[config.mk]
export PLATFORM = sky130hd
export DESIGN_NAME = lpl_div
export DESIGN_NICKNAME = d
export VERILOG_FILES = /design/src/design/lpl_pkg.sv /design/src/design/lpl_div.sv
export SDC_FILE = /design/constraint.sdc
export NUM_CORES = 1
export LEC_CHECK = 0
export BUFFER_PORTS_ARGS = -buffer_cell sky130_fd_sc_hd__buf_2
export CORE_ASPECT_RATIO = 1.25
export CORE_MARGIN = 5
export CORE_UTILIZATION = 62
export DETAILED_ROUTE_END_ITERATION = 10
export PLACE_DENSITY = 0.88
export SLEW_MARGIN = 10
export SYNTH_ARGS = -nofsm -noshare
export SYNTH_HDL_FRONTEND = slang
export SYNTH_SLANG_ARGS = --single-unit
[constraint.sdc]
create_clock -name clk_i -period 4.5 [get_ports clk_i]
set_input_delay 0.9 -clock clk_i [delete_from_list [all_inputs] [get_ports clk_i]]
set_output_delay 0.9 -clock clk_i [all_outputs]
set_load 0.02 [all_outputs]
[src/design/lpl_pkg.sv]
// Shared types and constants for the look-ahead peak limiter.
package lpl_pkg;
  localparam int LookaheadMax = 512;
  localparam int PosBits = $clog2(LookaheadMax);
  localparam int SampleBits = 24;
  localparam logic [23:0] Unity = 24'd8388608;

  typedef enum logic [1:0] {
    REG_CEILING = 2'd0,
    REG_ATTACK  = 2'd1,
    REG_RELEASE = 2'd2,
    REG_LENGTH  = 2'd3
  } reg_idx_e;

  typedef enum logic [3:0] {
    ST_CLEAR, ST_IDLE, ST_READ, ST_PEAK, ST_SCAN, ST_SCAN_END,
    ST_DIV, ST_GAIN, ST_MUL, ST_SCALE, ST_OUT
  } state_e;

  // Status from the divider to the sequencer.
  typedef struct packed {
    logic busy;
    logic done;
  } div_stat_t;
endpackage

[src/design/lpl_div.sv]
// Restoring divider, one quotient bit per cycle: quotient of ceiling * 2^23 / peak.
module lpl_div import lpl_pkg::*; (
  input  logic        clk_i,
  input  logic        rst_ni,
  input  logic        start_i,
  input  logic [23:0] num_i,
  input  logic [23:0] den_i,
  output logic [23:0] quo_o,
  output div_stat_t   stat_o
);
  logic [46:0] num_q, num_d;
  logic [24:0] rem_q, rem_d;
  logic [23:0] den_q, den_d;
  logic [46:0] quo_q, quo_d;
  logic [5:0]  cnt_q, cnt_d;
  logic        busy_q, busy_d, done_q, done_d;
  logic [24:0] trial;

  always_comb begin
    num_d = num_q; rem_d = rem_q; den_d = den_q; quo_d = quo_q;
    cnt_d = cnt_q; busy_d = busy_q; done_d = 1'b0;
    trial = {rem_q[23:0], num_q[46]};
    if (start_i) begin
      num_d = {num_i, 23'd0}; rem_d = '0; den_d = den_i; quo_d = '0;
      cnt_d = 6'd47; busy_d = 1'b1;
    end else if (busy_q) begin
      num_d = {num_q[45:0], 1'b0};
      if (trial >= {1'b0, den_q}) begin
        rem_d = trial - {1'b0, den_q}; quo_d = {quo_q[45:0], 1'b1};
      end else begin
        rem_d = trial; quo_d = {quo_q[45:0], 1'b0};
      end
      cnt_d = cnt_q - 6'd1;
      if (cnt_q == 6'd1) begin
        busy_d = 1'b0; done_d = 1'b1;
      end
    end
  end

  always_ff @(posedge clk_i or negedge rst_ni) begin
    if (!rst_ni) begin
      busy_q <= 1'b0; done_q <= 1'b0; cnt_q <= '0;
    end else begin
      busy_q <= busy_d; done_q <= done_d; cnt_q <= cnt_d;
    end
  end
  always_ff @(posedge clk_i) begin
    num_q <= num_d; rem_q <= rem_d; den_q <= den_d; quo_q <= quo_d;
  end

  // Quotient stays below 2^24 whenever peak exceeds ceiling.
  assign quo_o = quo_q[23:0];
  assign stat_o = '{busy: busy_q, done: done_q};

  assert property (@(posedge clk_i) disable iff (!rst_ni) done_q |-> !busy_q)
    else $error("divider done while busy");
  assert property (@(posedge clk_i) disable iff (!rst_ni)
    (busy_q && cnt_q == 6'd1 && !start_i) |=> done_q)
    else $error("divider missed done");
  assert property (@(posedge clk_i) disable iff (!rst_ni) start_i |=> busy_q)
    else $error("divider did not start");
endmodule
Word level (Yosys, flattened, before mapping)
Cells that the tools add are included.
Storage, ports and cells
  logic and storage cells: 24
  register bits after elaboration: 104
  output and inout bits: 26
Operators by class
  magnitude comparators: 1
  muxes and demuxes: 12
  equality and inequality tests: 1
  reductions and logical operators: 1
  add/sub/neg operators: 2
Operators by type and width (count)
  47-bit two-way mux: 2
  25-bit by 24-bit greater-or-equal comparator with 1-bit output: 1
  24-bit two-way mux: 1
  24-bit subtractor: 1
  6-bit two-way mux: 2
  1-bit two-way mux: 7
  6-bit by 1-bit == test with 1-bit output, second input constant: 1
  6-bit by 1-bit subtractor with 6-bit output, second input constant: 1
  2-bit nonzero test: 1

Depth between registers and ports, before layout
  word-level depth: 4
  gate-level depth with buffers: 13
  mapped depth without buffers: 11

Worst setup path before layout
No wires, ideal clock.
  path type: reg-to-reg
  start point: register num_q[46]
  end point: register rem_q[22]
  path buffers: 0
  period minus slack after synthesis: 2.581 ns
  cell stages (with the launch flop): 12
  path slack: 1.919 ns
  data arrival time: 2.494 ns
  cell sequence: edfxtp_1 -> inv_1 -> ha_1 -> fa_1 -> nor2b_1 -> o31ai_2 -> a21oi_1 -> a21oi_1 -> o31a_1 -> a31o_1 -> xor2_1 -> o31ai_1
On the way
  word-level cells in the longest chain between the ends: 2
  elaborated cells between the ends (all ways): 3
RTL lines
  start: declaration: RTL line lpl_div.sv:11  | logic [46:0] num_q, num_d;
  start signal: assignment: RTL line lpl_div.sv:48  | num_q <= num_d; rem_q <= rem_d; den_q <= den_d; quo_q <= quo_d;
  24-bit subtractor / 25-bit by 24-bit greater-or-equal comparator with 1-bit output (equally long branches): RTL line lpl_div.sv:29, lpl_div.sv:28
  24-bit two-way mux *: RTL line lpl_div.sv:28  | if (trial >= {1'b0, den_q}) begin
  end signal: assignment: RTL line lpl_div.sv:48
  end: declaration: RTL line lpl_div.sv:12  | logic [24:0] rem_q, rem_d;
Mark *: on every way between the ends. The rest lies on a longest branch, timed or not.
A chain may end at the register's enable or synchronous reset.

Worst setup path in the final report
  start point: register den_q[1]
  end point: register rem_q[11]
On the way
  word-level cells in the longest chain between the ends: 2
  elaborated cells between the ends (all ways): 3
RTL lines
  start: declaration: RTL line lpl_div.sv:13  | logic [23:0] den_q, den_d;
  start signal: assignment: RTL line lpl_div.sv:48
  24-bit subtractor / 25-bit by 24-bit greater-or-equal comparator with 1-bit output (equally long branches): RTL line lpl_div.sv:29, lpl_div.sv:28
  24-bit two-way mux *: RTL line lpl_div.sv:28
Marks and branches as above.

==> metrics.md <==
| Metric | Value |
|---|---|
| Status | `finished clean` |
| Crit path cell chain | `inv_1, ha_1, nor2b_4, o31a_1, o21a_4, o21ai_4, o21bai_4, a41oi_4, buf_4, mux2i_1, a211oi_1` |
| Most frequent cells in the layout | `75 x buf_2, 71 x nor2_1, 48 x edfxtp_1, 48 x dfxtp_1, 39 x mux2i_1` |
| Critical path class | `flip-flop to flip-flop` |
| Tot Pwr | `3.202 mW` |
| Finished Layout Cells | `710` |
| Vias | `4048` |
| Routed Antenna Nets | `0` |
| CP Buf/Inv Count | `2` |
| Initial Utilization | `0.6362` |
| Crit Path Max Fanout | `19` |
| Crit path DAT | `3480 ps` |
| Share of cells above drive strength 1 | `0.2322` |
| Leakage | `2.920 nW` |
| GRT Total Usage | `0.2184` |
| HPWL after DPL | `8.110 mm` |
| Number of flops mapped to enable cells by yosys | `48` |
| Wirelength per Cell | `16.01 um` |
| Crit-path leading delay family | `compound AO/OA/AOI/OAI gates` |
| Min-Delay Path Class | `primary input to asynchronous set/reset pin` |
| Post-CTS Setup Bufs | `0` |
| Sequential fraction of the synthesis area | `0.4702` |
| Max cap viols | `0` |
| Worst Max-Slew Pin Slew | `884.5 ps` |
| Clk buf depth | `2` |
| Num rows | `38` |
| Period Utilization, post-route | `0.7110` |
| CTS hold repair buffers | `0` |
| Syn_area_per_cell | `10.60 sq um` |
| Total gr overflow | `0` |
| TNS Setup | `0 ps` |
| Num Clock Sinks | `104` |
| Inst Count DP | `694` |
| Area of the core | `8701 sq um` |
| Commonest non-fill, non-tap cell in the layout | `buf_2` |
| Antenna cells | `0` |
| Final-report setup violation count | `0` |
| Die height | `115.6 um` |
| Normalized max-slew margin | `0.4097` |
| Post-synth ARST share | `0.07692` |
| Yosys top cell area share | `0.2604` |
| H-tree lvl count | `3` |
| # IOs | `77` |
| IO buf count | `76` |
| Area growth, synth to finish | `10.80%` |
| Pwr Density | `522.1 nW/um^2` |
| Core Util, Final | `0.7049` |
| Final count of hold timing violations | `0` |
| Synth area leader | `edfxtp_1` |
| Syn Nets | `600` |
| Warnings, synthesis | `0` |
| Register bit total from synthesis | `104` |
| # DRC | `0` |
| Final nets | `663` |
| Worst Setup End Kind | `flip-flop` |
| Unique masters post-synth | `65` |
| VDD IR-drop max | `346.0 uV` |
| Global-route wire length before repair | `19.07 mm` |
| 1st-iter DRT viols | `234` |
| CTS tree | `done` |
| Die area | `10930 sq um` |
| Vias in the first global route | `4216` |
| Fmax achieved | `312.5 MHz` |
| Slew Limit Fails | `0` |
| Post-CTS resize count | `0` |
| Vias per cell | `5.701` |
| RSZ-0062 raised after global routing | `false` |
| TritonCTS Buffers | `9` |
| Nature of the critical path startpoint | `flip-flop` |
| Mapped Area | `5535 sq um` |
| Clk slew on worst S/H paths | `100 ps` |
| Cells after synthesis | `522` |
| Largest net degree at the start of global routing | `56` |
| Detailed Route WL | `11.37 mm` |
| Slowest cell on the critical path | `a41oi_4` |
| Worst-Skew Late Latency | `370 ps` |
| Skew final | `8.491 ps` |
| Top cells by area, synth | `edfxtp_1 26%, dfxtp_1 17%, mux2i_1 7.1%, ha_1 5.9%, mux2_2 4.9%` |
| Die X | `94.51 um` |
| Clock root cell | `clkbuf_8` |
| Main flop type after synthesis | `edfxtp_1` |
| Final Wtd Congestion | `0.9291` |
| 1st-pass router iterations | `7` |
| Initial antenna violation count | `0` |
| Min Tclk post-route | `3200 ps` |
| CP max stage delay | `620 ps` |
| Worst endpoint required time | `4780 ps` |
area by class of cell:
cell class / count / area [sq um]
clock inverter: 3 / 23.77
multi-input combinational: 359 / 2660
fill: 630 / 2567
tap: 120 / 150.1
inverter: 32 / 120.1
clock buffer: 13 / 170.2
timing repair buffer: 79 / 405.4
sequential: 104 / 2604
per-stage QoR:
stage	hold WS [ps]	area, sq um	setup slack, ps
after floorplan	468.5	5535	1919
after global placement	470.3	5939	1466
after detailed placement	479.3	5939	1329
after CTS	342.7	6133	1294
after global routing	334.9	6133	1087
final	354.4	6133	1300
state kept, by name, indices dropped and copies added (netlist names):
| signal | count |
|---|---|
| den_q | 24 |
| num_q | 24 |
| quo_q | 24 |
| rem_q | 24 |
| cnt_q | 6 |
| busy_q | 1 |
| done_q | 1 |
worst paths after layout:
path / slack [ps] / start / cells after the start / endpoint
min reg2reg: 500 / quo_q[23] / 2 / quo_q[23]
max in group asynchronous: 3960 / rst_ni / 1 / busy_q
min in group clk_i: 500 / quo_q[23] / 2 / quo_q[23]
max: 1300 / den_q[1] / 11 / rem_q[11]
min: 350 / rst_ni / 1 / done_q
max reg2reg: 1300 / den_q[1] / 11 / rem_q[11]
per-layer routing:
metal | GRT usage | part of all wire | up-vias
met5 | 0 | 0 | -
met4 | 0.08951 | 0.026 | 0
met3 | 0.05000 | 0.050 | 26
met2 | 0.3996 | 0.53 | 107
met1 | 0.2428 | 0.40 | 1930
li1 | - | - | 1985
cell usage after synthesis (9+ instances only):
cell	count
nor2_1	71
dfxtp_1	48
edfxtp_1	48
mux2i_1	39
inv_1	32
ha_1	26
a21oi_1	24
mux2_2	24
nand2_1	24
a211oi_1	16
clkbuf_1	16
xnor2_1	13
nand2b_1	10
a21o_1	9
cells by family (layout without fill, tap and decap cells):
group	count (synthesis)	count (layout)	synth area share
multiplexers	63	63	0.1193
AO/OA/AOI/OAI	103	103	0.1417
XOR/XNOR	21	21	0.03323
adder cells (fa/ha/maj)	27	27	0.06239
flip-flops	104	104	0.4702
buffers and inverters	59	127	0.04928
AND/OR/NAND/NOR	145	145	0.1239
power breakdown:
| group | total [mW] | switching (mW) | internal [mW] |
|---|---|---|---|
| sequential | 1.24 | 0.102 | 1.14 |
| combinational | 1.38 | 0.771 | 0.613 |
| clock | 0.578 | 0.323 | 0.255 |
| total | 3.20 | 1.20 | 2.01 |
No activity file was read; power rests on OpenSTA's default activity.
